`src/rtl/core/rcrq_pkg.sv`:
```
package rcrq_pkg;

  // Default sizing, handed down from the top level
  localparam int unsigned DEPTH_DEF         = 16;
  localparam int unsigned ELEMENT_BYTES_DEF = 8;

  // Field widths of the stream payloads
  localparam int unsigned MODE_W   = 2;
  localparam int unsigned SLOT_W   = 4;
  localparam int unsigned DATA_W   = 64;
  localparam int unsigned COUNT_W  = 4;
  localparam int unsigned STATUS_W = 2;
  localparam int unsigned DROPS_W  = 32;

  // Input tdata layout, lowest field first
  localparam int unsigned IN_MODE_LSB  = 0;
  localparam int unsigned IN_SLOT_LSB  = IN_MODE_LSB + MODE_W;
  localparam int unsigned IN_DATA_LSB  = IN_SLOT_LSB + SLOT_W;
  localparam int unsigned IN_COUNT_LSB = IN_DATA_LSB + DATA_W;
  localparam int unsigned IN_USED_W    = IN_COUNT_LSB + COUNT_W;
  localparam int unsigned IN_TDATA_W   = ((IN_USED_W + 7) / 8) * 8;

  // Output tdata layout, lowest field first
  localparam int unsigned OUT_STATUS_LSB = 0;
  localparam int unsigned OUT_SLOT_LSB   = OUT_STATUS_LSB + STATUS_W;
  localparam int unsigned OUT_DATA_LSB   = OUT_SLOT_LSB + SLOT_W;
  localparam int unsigned OUT_DROPS_LSB  = OUT_DATA_LSB + DATA_W;
  localparam int unsigned OUT_USED_W     = OUT_DROPS_LSB + DROPS_W;
  localparam int unsigned OUT_TDATA_W    = ((OUT_USED_W + 7) / 8) * 8;

  // Operation codes
  localparam logic [MODE_W-1:0] MODE_RESERVE = 2'd0;
  localparam logic [MODE_W-1:0] MODE_COMMIT  = 2'd1;
  localparam logic [MODE_W-1:0] MODE_DEQUEUE = 2'd2;

  // Result status codes
  localparam logic [STATUS_W-1:0] STATUS_OK    = 2'd0;
  localparam logic [STATUS_W-1:0] STATUS_FULL  = 2'd1;
  localparam logic [STATUS_W-1:0] STATUS_EMPTY = 2'd2;

  // Pointer and counter updates requested by the sequencer
  typedef struct packed {
    logic reserve_ok;
    logic drop;
    logic deq_ok;
  } ring_upd_t;

endpackage

```
`src/rtl/core/rcrq_slot_mem.sv`:
```
module rcrq_slot_mem #(
  parameter int unsigned DEPTH  = rcrq_pkg::DEPTH_DEF,
  parameter int unsigned WORD_W = 8 * rcrq_pkg::ELEMENT_BYTES_DEF + 1
) (
  input  logic                     clk,
  input  logic                     rst_n,
  input  logic                     rd_en,
  input  logic [$clog2(DEPTH)-1:0] rd_addr,
  output logic [WORD_W-1:0]        rd_data,
  input  logic                     wr_en,
  input  logic [$clog2(DEPTH)-1:0] wr_addr,
  input  logic [WORD_W-1:0]        wr_data,
  output logic                     clr_busy
);

  localparam int unsigned AW = $clog2(DEPTH);

  logic [WORD_W-1:0] mem_r [DEPTH];
  logic [WORD_W-1:0] rd_data_r;
  logic              clr_busy_r;
  logic              clr_busy_nxt;
  logic [AW-1:0]     clr_addr_r;
  logic [AW-1:0]     clr_addr_nxt;

  // Sweep every entry to zero after reset, one a cycle
  always_comb begin
    clr_busy_nxt = clr_busy_r;
    clr_addr_nxt = clr_addr_r;
    if (clr_busy_r) begin
      if (clr_addr_r == AW'(DEPTH - 1)) begin
        clr_busy_nxt = 1'b0;
      end else begin
        clr_addr_nxt = clr_addr_r + 1'b1;
      end
    end
  end

  always_ff @(posedge clk) begin
    if (!rst_n) begin
      clr_busy_r <= 1'b1;
      clr_addr_r <= '0;
    end else begin
      clr_busy_r <= clr_busy_nxt;
      clr_addr_r <= clr_addr_nxt;
    end
  end

  always_ff @(posedge clk) begin
    if (clr_busy_r) begin
      mem_r[clr_addr_r] <= '0;
    end else if (wr_en) begin
      mem_r[wr_addr] <= wr_data;
    end
    if (rd_en) begin
      rd_data_r <= mem_r[rd_addr];
    end
  end

  assign rd_data  = rd_data_r;
  assign clr_busy = clr_busy_r;

endmodule

```
`src/rtl/core/rcrq_ring.sv`:
```
module rcrq_ring #(
  parameter int unsigned DEPTH = rcrq_pkg::DEPTH_DEF
) (
  input  logic                           clk,
  input  logic                           rst_n,
  input  rcrq_pkg::ring_upd_t            upd,
  output logic                           full,
  output logic [$clog2(DEPTH)-1:0]       head,
  output logic [$clog2(DEPTH)-1:0]       tail,
  output logic [rcrq_pkg::DROPS_W-1:0]   drops_nxt
);

  import rcrq_pkg::*;

  localparam int unsigned PW = $clog2(DEPTH);
  localparam int unsigned OW = $clog2(DEPTH + 1);

  logic [OW-1:0]      occ_r;
  logic [OW-1:0]      occ_nxt;
  logic [PW-1:0]      head_r;
  logic [PW-1:0]      head_nxt;
  logic [PW-1:0]      tail_r;
  logic [PW-1:0]      tail_nxt;
  logic [DROPS_W-1:0] drops_r;

  function automatic logic [PW-1:0] wrap_inc(input logic [PW-1:0] p);
    return (p == PW'(DEPTH - 1)) ? '0 : p + 1'b1;
  endfunction

  always_comb begin
    occ_nxt   = occ_r;
    head_nxt  = head_r;
    tail_nxt  = tail_r;
    drops_nxt = drops_r;
    if (upd.reserve_ok) begin
      occ_nxt  = occ_r + 1'b1;
      tail_nxt = wrap_inc(tail_r);
    end
    if (upd.drop) begin
      drops_nxt = drops_r + 1'b1;
    end
    if (upd.deq_ok) begin
      head_nxt = wrap_inc(head_r);
      // hold at zero when an unreserved slot was committed and dequeued
      if (occ_r != '0) begin
        occ_nxt = occ_r - 1'b1;
      end
    end
  end

  always_ff @(posedge clk) begin
    if (!rst_n) begin
      occ_r   <= '0;
      head_r  <= '0;
      tail_r  <= '0;
      drops_r <= '0;
    end else begin
      occ_r   <= occ_nxt;
      head_r  <= head_nxt;
      tail_r  <= tail_nxt;
      drops_r <= drops_nxt;
    end
  end

  assign full = (occ_r == OW'(DEPTH));
  assign head = head_r;
  assign tail = tail_r;

endmodule

```
`src/rtl/core/reserve_commit_ring_queue.sv`:
```
// Channel | Ports                               | Transaction
// --------+-------------------------------------+-------------------------------------------
// input   | in_tvalid / in_tready / in_tdata    | one operation: reserve, commit or dequeue
// output  | out_tvalid / out_tready / out_tdata | one result per operation, in order
//
// Each transaction reads the slot memory on the accepting edge, then modifies and writes back
// in the execute state; in_tready stays low meanwhile, so no read overtakes a pending write-back.
// After reset the slot memory is swept to zero, one entry at a time; in_tready stays low
// until the sweep is done.
// A result held in the output register does not block acceptance; only a second
// result meeting a still-full output register waits in the execute cycle.
module reserve_commit_ring_queue #(
  parameter int unsigned DEPTH         = rcrq_pkg::DEPTH_DEF,
  parameter int unsigned ELEMENT_BYTES = rcrq_pkg::ELEMENT_BYTES_DEF
) (
  input  logic                               clk,
  input  logic                               rst_n,
  input  logic                               in_tvalid,
  output logic                               in_tready,
  // mode[1:0], slot_index[5:2], data_word[69:6], byte_count[73:70], zero fill above
  input  logic [rcrq_pkg::IN_TDATA_W-1:0]    in_tdata,
  output logic                               out_tvalid,
  input  logic                               out_tready,
  // status[1:0], granted_slot[5:2], data_out[69:6], drops_total[101:70], zero fill above
  output logic [rcrq_pkg::OUT_TDATA_W-1:0]   out_tdata
);

  import rcrq_pkg::*;

  localparam int unsigned AW     = $clog2(DEPTH);
  localparam int unsigned DW     = 8 * ELEMENT_BYTES;
  localparam int unsigned WORD_W = DW + 1;

  typedef enum logic [2:0] {
    ST_CLEAR = 3'b001,
    ST_IDLE  = 3'b010,
    ST_EXEC  = 3'b100
  } state_t;

  state_t state_r, state_nxt;

  // Operation captured at acceptance
  logic [MODE_W-1:0]  op_mode_r;
  logic [SLOT_W-1:0]  op_slot_r;
  logic [DATA_W-1:0]  op_data_r;
  logic [COUNT_W-1:0] op_count_r;

  // Output register
  logic                out_valid_r;
  logic                out_valid_nxt;
  logic [STATUS_W-1:0] out_status_r;
  logic [SLOT_W-1:0]   out_slot_r;
  logic [DATA_W-1:0]   out_data_r;
  logic [DROPS_W-1:0]  out_drops_r;

  logic [STATUS_W-1:0] res_status;
  logic [SLOT_W-1:0]   res_slot;
  logic [DATA_W-1:0]   res_data;

  logic                in_fire;
  logic                exec_fire;
  logic [MODE_W-1:0]   in_mode;
  logic [SLOT_W-1:0]   in_slot;

  logic                mem_rd_en;
  logic [AW-1:0]       mem_rd_addr;
  logic [WORD_W-1:0]   mem_rd_data;
  logic                mem_wr_en;
  logic [AW-1:0]       mem_wr_addr;
  logic [WORD_W-1:0]   mem_wr_data;
  logic                clr_busy;

  ring_upd_t           upd;
  logic                ring_full;
  logic [AW-1:0]       ring_head;
  logic [AW-1:0]       ring_tail;
  logic [DROPS_W-1:0]  drops_nxt;

  logic                slot_ok;
  logic [DW-1:0]       merged;

  assign in_mode   = in_tdata[IN_MODE_LSB +: MODE_W];
  assign in_slot   = in_tdata[IN_SLOT_LSB +: SLOT_W];
  assign in_tready = (state_r == ST_IDLE);
  assign in_fire   = in_tvalid && in_tready;
  // finish the operation once the output register can take its result
  assign exec_fire = (state_r == ST_EXEC) && (!out_valid_r || out_tready);

  // Read the target entry on the accepting edge: the committed slot, else the head
  assign mem_rd_en   = in_fire;
  assign mem_rd_addr = (in_mode == MODE_COMMIT) ? AW'(in_slot) : ring_head;

  assign slot_ok = (32'(op_slot_r) < 32'(DEPTH));

  // Overwrite the bytes below the count, keep the rest; counts above the
  // element size simply cover every byte
  always_comb begin
    merged = mem_rd_data[DW-1:0];
    for (int b = 0; b < ELEMENT_BYTES; b++) begin
      if (COUNT_W'(b) < op_count_r) begin
        merged[8*b +: 8] = op_data_r[8*b +: 8];
      end
    end
  end

  // Modify and write back in the execute cycle
  always_comb begin
    upd         = '0;
    mem_wr_en   = 1'b0;
    mem_wr_addr = ring_head;
    mem_wr_data = {1'b0, mem_rd_data[DW-1:0]};
    res_status  = STATUS_OK;
    res_slot    = '0;
    res_data    = '0;
    unique case (op_mode_r)
      MODE_RESERVE: begin
        if (ring_full) begin
          upd.drop   = exec_fire;
          res_status = STATUS_FULL;
        end else begin
          upd.reserve_ok = exec_fire;
          res_slot       = SLOT_W'(ring_tail);
        end
      end
      MODE_COMMIT: begin
        // drop commits aimed past the last slot
        if (slot_ok) begin
          mem_wr_en   = exec_fire;
          mem_wr_addr = AW'(op_slot_r);
          mem_wr_data = {1'b1, merged};
        end
      end
      MODE_DEQUEUE: begin
        if (mem_rd_data[DW]) begin
          // clear the ready mark, keep the data
          mem_wr_en  = exec_fire;
          upd.deq_ok = exec_fire;
          res_data   = DATA_W'(mem_rd_data[DW-1:0]);
        end else begin
          res_status = STATUS_EMPTY;
        end
      end
      default: begin
        res_status = STATUS_OK;
      end
    endcase
  end

  always_comb begin
    state_nxt = state_r;
    unique case (state_r)
      ST_CLEAR: begin
        if (!clr_busy) begin
          state_nxt = ST_IDLE;
        end
      end
      ST_IDLE: begin
        if (in_fire) begin
          state_nxt = ST_EXEC;
        end
      end
      ST_EXEC: begin
        if (exec_fire) begin
          state_nxt = ST_IDLE;
        end
      end
      default: begin
        state_nxt = ST_CLEAR;
      end
    endcase
  end

  always_comb begin
    out_valid_nxt = out_valid_r;
    if (exec_fire) begin
      out_valid_nxt = 1'b1;
    end else if (out_tready) begin
      out_valid_nxt = 1'b0;
    end
  end

  always_ff @(posedge clk) begin
    if (!rst_n) begin
      state_r     <= ST_CLEAR;
      out_valid_r <= 1'b0;
    end else begin
      state_r     <= state_nxt;
      out_valid_r <= out_valid_nxt;
    end
  end

  // Payload registers: capture on acceptance, load the result on completion
  always_ff @(posedge clk) begin
    if (in_fire) begin
      op_mode_r  <= in_mode;
      op_slot_r  <= in_slot;
      op_data_r  <= in_tdata[IN_DATA_LSB +: DATA_W];
      op_count_r <= in_tdata[IN_COUNT_LSB +: COUNT_W];
    end
    if (exec_fire) begin
      out_status_r <= res_status;
      out_slot_r   <= res_slot;
      out_data_r   <= res_data;
      out_drops_r  <= drops_nxt;
    end
  end

  assign out_tvalid = out_valid_r;

  always_comb begin
    out_tdata                                   = '0;
    out_tdata[OUT_STATUS_LSB +: STATUS_W]       = out_status_r;
    out_tdata[OUT_SLOT_LSB +: SLOT_W]           = out_slot_r;
    out_tdata[OUT_DATA_LSB +: DATA_W]           = out_data_r;
    out_tdata[OUT_DROPS_LSB +: DROPS_W]         = out_drops_r;
  end

  rcrq_slot_mem #(
    .DEPTH  (DEPTH),
    .WORD_W (WORD_W)
  ) u_slot_mem (
    .clk      (clk),
    .rst_n    (rst_n),
    .rd_en    (mem_rd_en),
    .rd_addr  (mem_rd_addr),
    .rd_data  (mem_rd_data),
    .wr_en    (mem_wr_en),
    .wr_addr  (mem_wr_addr),
    .wr_data  (mem_wr_data),
    .clr_busy (clr_busy)
  );

  rcrq_ring #(
    .DEPTH (DEPTH)
  ) u_ring (
    .clk       (clk),
    .rst_n     (rst_n),
    .upd       (upd),
    .full      (ring_full),
    .head      (ring_head),
    .tail      (ring_tail),
    .drops_nxt (drops_nxt)
  );

endmodule
```
`config.mk`:
```
export PLATFORM = sky130hd
export DESIGN_NAME = reserve_commit_ring_queue
export DESIGN_NICKNAME = d
export VERILOG_FILES = /design/src/rtl/core/rcrq_pkg.sv /design/src/rtl/core/rcrq_slot_mem.sv /design/src/rtl/core/rcrq_ring.sv /design/src/rtl/core/reserve_commit_ring_queue.sv
export SDC_FILE = /design/constraint.sdc
export NUM_CORES = 2
export LEC_CHECK = 0
export BUFFER_PORTS_ARGS = -buffer_cell sky130_fd_sc_hd__buf_4
export CORE_MARGIN = 5
export CORE_UTILIZATION = 66
export DETAILED_ROUTE_END_ITERATION = 8
export GPL_ROUTABILITY_DRIVEN = 1
export PLACE_DENSITY = 0.84
export SLEW_MARGIN = 30
export SYNTH_ARGS = -nofsm -noshare
export SYNTH_HDL_FRONTEND = slang
export SYNTH_HIERARCHICAL = 1
export SYNTH_SLANG_ARGS = --single-unit
```
`constraint.sdc`:
```
create_clock -name clk -period 20.4 [get_ports clk]
set_input_delay 4.08 -clock clk [delete_from_list [all_inputs] [get_ports clk]]
set_output_delay 4.08 -clock clk [all_outputs]
set_load 0.02 [all_outputs]
```
# ---- Word level (Yosys, flattened, before mapping)
# Memories as Yosys holds them, arrays and structs flattened. A register that Yosys moved wholly into a read port is not among the register bits.
# Cells that the tools add are included.
dict set report op_classes {
  n_addsub 6
  bitwise_logic 2
  n_reduce_logical 12
  n_mux 42
  magnitude_cmp 8
  n_eq_ne 13
}
# operator count
set op_table {}
lappend op_table {{$mux W65} 2}
lappend op_table {{$reduce_or A65 Y1} 1}
lappend op_table {{$mux W8} 8}
lappend op_table {{$add A32 B1 Y32 const B} 1}
lappend op_table {{$mux W32} 1}
lappend op_table {{$mux W4} 5}
lappend op_table {{$lt A3 B4 Y1 const A} 4}
lappend op_table {{$mux W1} 15}
lappend op_table {{$mux W5} 3}
lappend op_table {{$add A4 B1 Y4 const B} 3}
lappend op_table {{$eq A4 B4 Y1 const B} 3}
lappend op_table {{$mux W3} 3}
lappend op_table {{$pmux W3 S3} 1}
lappend op_table {{$lt A1 B4 Y1 const A} 2}
lappend op_table {{$lt A2 B4 Y1 const A} 2}
lappend op_table {{$add A5 B1 Y5 const B} 1}
lappend op_table {{$eq A5 B5 Y1 const B} 1}
lappend op_table {{$reduce_bool A5 Y1} 1}
lappend op_table {{$sub A5 B1 Y5 const B} 1}
lappend op_table {{$eq A2 B1 Y1 const B} 2}
lappend op_table {{$mux W2} 2}
lappend op_table {{$ne A2 B2 Y1 const B} 2}
lappend op_table {{$pmux W2 S2} 1}
lappend op_table {{$reduce_and A2 Y1} 2}
lappend op_table {{other kinds (14)} 16}
dict set report word_totals {
  out_inout_bits 106
  n_memories 1
  ram_bits 1040
  inputBits 84
  word_cells 100
  reg_bits 230
}
# name depth word_bits rd rd_clocked_by_memory_dff write_ports line_no
set memory_table {}
lappend memory_table {u_slot_mem.mem_r 16 65 1 1 1 rcrq_slot_mem.sv:18} ;# logic [WORD_W-1:0] mem_r [DEPTH];

# ---- Depth between registers and ports, before layout
dict set report depth {
  depth_word 10
  mapped_depth 12
}

# ---- By module
# The synthesis kept the hierarchy.
# module n_inst cells_per_inst seq_area_each_um2 area_each_um2
set by_module_without_submodules {}
lappend by_module_without_submodules {rcrq_slot_mem 1 1785 33281.9 41641.2}
lappend by_module_without_submodules {reserve_commit_ring_queue 1 382 5365.1 7008.0}
lappend by_module_without_submodules {rcrq_ring 1 289 900.9 2449.8}

# ---- Worst setup path after synthesis
# No wires, ideal clock.
dict set report synth_path {
  path_kind {input to register}
  start {in out_tready}
  end {mem u_slot_mem/mem_r[12][0] (netlist bit) (enable)}
  path_slack_ns 7.263
  arrival_ns 12.649
  cell_stages 6
  setup_ns 0.489
  required_time_ns 19.911
  n_path_buf 0
  cell_sequence {nor2b_1 > nor2b_1 > and3b_1 > nor4b_1 > a31oi_1 > nor2_1}
}
dict set report synth_via {
  elab_chain_cells 9
}
# element line_no
set synth_rtl {}
lappend synth_rtl {{start: declaration} reserve_commit_ring_queue.sv:23} ;# input logic out_tready,
lappend synth_rtl {{$logic_or A1 B1 Y1 *} reserve_commit_ring_queue.sv:87} ;# assign exec_fire = (state_r == ST_EXEC) && (!out_valid_r || out_tready);
lappend synth_rtl {{$logic_and A1 B1 Y1 *} reserve_commit_ring_queue.sv:87}
lappend synth_rtl {{named net exec_fire} reserve_commit_ring_queue.sv:61} ;# logic exec_fire;
lappend synth_rtl {{$mux W1} reserve_commit_ring_queue.sv:134} ;# if (mem_rd_data[DW]) begin
lappend synth_rtl {{$pmux W1 S2 *} reserve_commit_ring_queue.sv:115} ;# unique case (op_mode_r)
lappend synth_rtl {{named net mem_wr_en} reserve_commit_ring_queue.sv:68} ;# logic mem_wr_en;
lappend synth_rtl {{$mux W1 *} rcrq_slot_mem.sv:51} ;# end else if (wr_en) begin
lappend synth_rtl {{$mux W1 *} rcrq_slot_mem.sv:49} ;# if (clr_busy_r) begin
lappend synth_rtl {{$mux W1 (not written as such) *} rcrq_slot_mem.sv:52} ;# mem_r[wr_addr] <= wr_data;
lappend synth_rtl {{$reduce_or A65 Y1 (no source line)} -}
lappend synth_rtl {{$mux W4 (no source line) or $mux W1 (tied branches)} -}
lappend synth_rtl {{end: declaration} rcrq_slot_mem.sv:18}
# The timed path passes the listed nets; every way through them passes the cells marked *.

# ---- Final worst setup path
dict set report layout_path {
  start {in in_tdata[1] (netlist bit)}
  end {reg u_slot_mem.rd_data_r[40], in the netlist u_slot_mem/rd_data[40] (read register of u_slot_mem.mem_r), data pin}
}
dict set report layout_via {
  elab_chain_cells 2
}
# element line_no
set layout_rtl {}
lappend layout_rtl {{start: declaration} reserve_commit_ring_queue.sv:21} ;# input logic [rcrq_pkg::IN_TDATA_W-1:0] in_tdata,
lappend layout_rtl {{$eq A2 B1 Y1} reserve_commit_ring_queue.sv:91} ;# assign mem_rd_addr = (in_mode == MODE_COMMIT) ? AW'(in_slot) : ring_head;
lappend layout_rtl {{$mux W4} reserve_commit_ring_queue.sv:91}
lappend layout_rtl {{named net mem_rd_addr[0]} reserve_commit_ring_queue.sv:66} ;# logic [AW-1:0] mem_rd_addr;
lappend layout_rtl {{end: declaration} rcrq_slot_mem.sv:19} ;# logic [WORD_W-1:0] rd_data_r;
# The timed path passes the listed nets, and every way through them passes these cells.
# A chain may end at the register's enable or synchronous reset.

==> flow_metrics.env <==
export IMPL_grt_usage=0.317
export IMPL_clk_latency_ns=0.73
export IMPL_synth_top_family_by_area="multiplexers"
export IMPL_min_period_over_period=0.414
export IMPL_drive_above_1_share=0.283
export IMPL_grt_start_max_net_pins=90
export IMPL_hpwl_um=60400
export IMPL_die_area_um2=83100
export IMPL_syn2layout_area_growth_pct=13.9
export IMPL_fin_tns_setup_ns=0
export IMPL_path_class="input pin to register"
export IMPL_leakagePower_nw=19.7
export IMPL_cts_sinks=1335
export IMPL_cts_hold_buffers=0
export IMPL_rsz0062_at_grt="no"
export IMPL_synth_top_area_frac=0.753
export IMPL_yosysMostFrequentCell="edfxtp_1"
export IMPL_cts_buffer_depth=3
export IMPL_vias=27200
export IMPL_antenna_found_initial=2
export IMPL_viasPerCell=7.07
export IMPL_power_density_nw_per_um2=96.8
export IMPL_clkPwrFrac=0.430
export IMPL_p_switching_w=0.00116
export IMPL_synthFlopType="edfxtp_1"
export IMPL_place_gp_congestion=0.843
export IMPL_final_hold_viol_count=0
export IMPL_maxSlewHeadroom=0.290
export IMPL_grt_pass1_vias=28000
export IMPL_core_area_um2=77100
export IMPL_crit_arrival_ns=8.93
export IMPL_clk_pin_slew_worst_paths_ns=0.06
export IMPL_synth_cells=2456
export IMPL_final_nets=2792
export IMPL_cp_required_ns=20.88
export IMPL_cts_resized=0
export IMPL_drt_iter0_drc=4002
export IMPL_synthSimpleGateAreaFrac=0.0436
export IMPL_clock_fmax_mhz=118
export IMPL_maxSlewViolCount=0
export IMPL_portBuffers=181
export IMPL_htreeDepth=4
export IMPL_cts_tree="yes"
export IMPL_layout_setup_ws_ns=11.95
export IMPL_place_area_um2=53800
export IMPL_cts_buffers=131
export IMPL_muxShareOfSynthArea=0.133
export IMPL_finalPower_w=0.00563
export IMPL_place_ws_ns=11.20
export IMPL_cts_setup_buffers=0
export IMPL_netlist_area_um2=51100
export IMPL_pin_count=190
export IMPL_worstMarginPinSlew_ns=1.07
export IMPL_intPower_w=0.00447
export IMPL_finClkSkew_ns=0.0355
export IMPL_async_reset_ff_frac=0
export IMPL_status="complete, no violations"
export IMPL_drtPass1Iterations=5
export IMPL_pwr_share_comb=0.033
export IMPL_min_period_ns=8.45
export IMPL_synth_edf_count=1281
export IMPL_hp_class="register to register"
export IMPL_dieHeight_um=288
export IMPL_setup_violations=0
export IMPL_synth_seq_cells=1335
export IMPL_synth_common_cells="1281 x edfxtp_1, 260 x mux4_2, 131 x a22oi_1"
export IMPL_n_fill_cell=3806
export IMPL_design_area_um2=58200
export IMPL_cp_start_kind="input pin"
export IMPL_final_core_util=0.755
export IMPL_root_buffer="clkbuf_16"
export IMPL_ys_seq_area_frac=0.774
export IMPL_floorplan_initialDensity=0.663
export IMPL_wl_per_cell_um=34.3
export IMPL_drcViolationCount=0
export IMPL_drv_cap=0
export IMPL_netSwitchingFraction=0.206
export IMPL_yosys_area_share_xor_xnor=0.00480
export IMPL_grt_pass1_wl_um=188000
export IMPL_yosys_warnings=6
export IMPL_ys_types=62
export IMPL_synth_fa_ha_area_frac=0.00220
export IMPL_drt_total_wl_um=132000
export IMPL_die_w_um=288
export IMPL_path_max_fanout=89
export IMPL_ant_nets=0
export IMPL_multi_input_area_um2=11000
export IMPL_cp_end_kind="register"
export IMPL_fp_row_count=102
export IMPL_p_seq_frac=0.538
export IMPL_yosys_top_cells_area="edfxtp_1 75%, mux4_2 11%, dfxtp_1 2.1%"
export IMPL_vdd_ir_drop_worst_mv=0.0770
export IMPL_seqCellArea_um2=39500
export IMPL_synth_compound_area_frac=0.0280
export IMPL_grt_overflow=0
export IMPL_synth_area_leader_cell="edfxtp_1"
export IMPL_synth_area_per_cell_um2=20.8
==> cells by family after synthesis <==
| logic type | Yosys count |
|---|---|
| compound gates | 197 |
| xor+xnor | 28 |
| buf+inv | 141 |
| flops | 1335 |
| simple gates | 401 |
| other cells | 1 |
| fa+ha+maj | 9 |
| mux | 344 |
==> through the flow <==
stage / hold WS (ns) / instances
3_3_place_gp: 0.476 / 3593
4_1_cts: 0.506 / 3837
5_1_grt: 0.534 / 3843
6_report: 0.515 / 3844
2_1_floorplan: 0.462 / 2457
3_5_place_dp: 0.496 / 3600
==> routing by layer <==
metal  global-route usage  vias to the layer above  share of wire
met5                    0                        -       0.000099
met2                0.529                     2399           0.50
met3               0.0662                      420           0.12
li1                     -                    10600              -
met4                0.144                        2          0.052
met1                0.410                    13800           0.32
==> worst paths after layout <==
| path | startpoint | to | slack, ns | depth (start not counted) |
|---|---|---|---|---|
| setup / recovery | in_tdata[1] | u_slot_mem/rd_data[40] | 11.95 | 10 |
| hold reg to reg | u_ring/tail[3] | u_ring/tail[3] | 0.51 | 2 |
| setup reg to reg | op_mode_r[0] | u_slot_mem/mem_r[4][20] | 15.27 | 9 |
| hold / removal | u_ring/tail[3] | u_ring/tail[3] | 0.51 | 2 |
==> power groups by stage <==
stage / Sequential (W) / Clock, W / Combinational [W]
finish: 0.00303 / 0.00242 / 0.000183
global route: 0.00303 / 0.00257 / 0.000189
CTS: 0.00303 / 0.00243 / 0.000178
detailed placement: 0.00308 / 0 / 0.000173
global placement: 0.00308 / 0 / 0.000163
floorplan: 0.00308 / 0 / 0.000109
==> cell usage in the layout (no fill, tap or decap), drive strengths merged, types with 3 or more instances in the layout <==
cell type and n:
clkbuf 169, or3 8, buf 234, nand4 20
nand2 107, and2 91, mux2i 11, nor2b 12
bufinv 13, a311oi 4, and3 78, xnor2 22
ha 9, inv 23, mux4 260, nor3b 3
nor3 6, dfxtp 54, a31oi 6, nand2b 10
a22oi 131, clkinv 46, nand3 11, o31ai 7
xor2 6, nor2 33, or4 5, edfxtp 1281
a21oi 24, and4 4, mux2 73, o21ai 13
nor4b 3
==> critical path, stage by stage <==
cell	delay, ns
buf_4	0.12
nor2b_1	0.43
mux2_8	0.50
buf_16	0.37
buf_12	0.57
buf_6	0.72
buf_4	0.80
mux4_2	0.60
a22oi_1	0.32
nand2_1	0.09
==> sequential cells by signal, indices dropped and copies added (netlist names), 5 cells and up <==
signal / count
out_drops_r: 32
out_data_r: 64
u_slot_mem/mem_r: 1040
u_ring/occ_r: 5
u_slot_mem/rd_data: 65
u_ring/drops_r: 32
op_data_r: 64
==> layout make-up <==
type                    instances  share of cell area
flip-flops and latches       1335               0.680
multi-input cells             981               0.190
clock buffers                 168              0.0604
repair buffers                235              0.0345
well taps                    1040              0.0224
clock inverters                69              0.0124
inverters                      15            0.000968
diodes                          1           0.0000430
(Power assumes the default switching activity.)
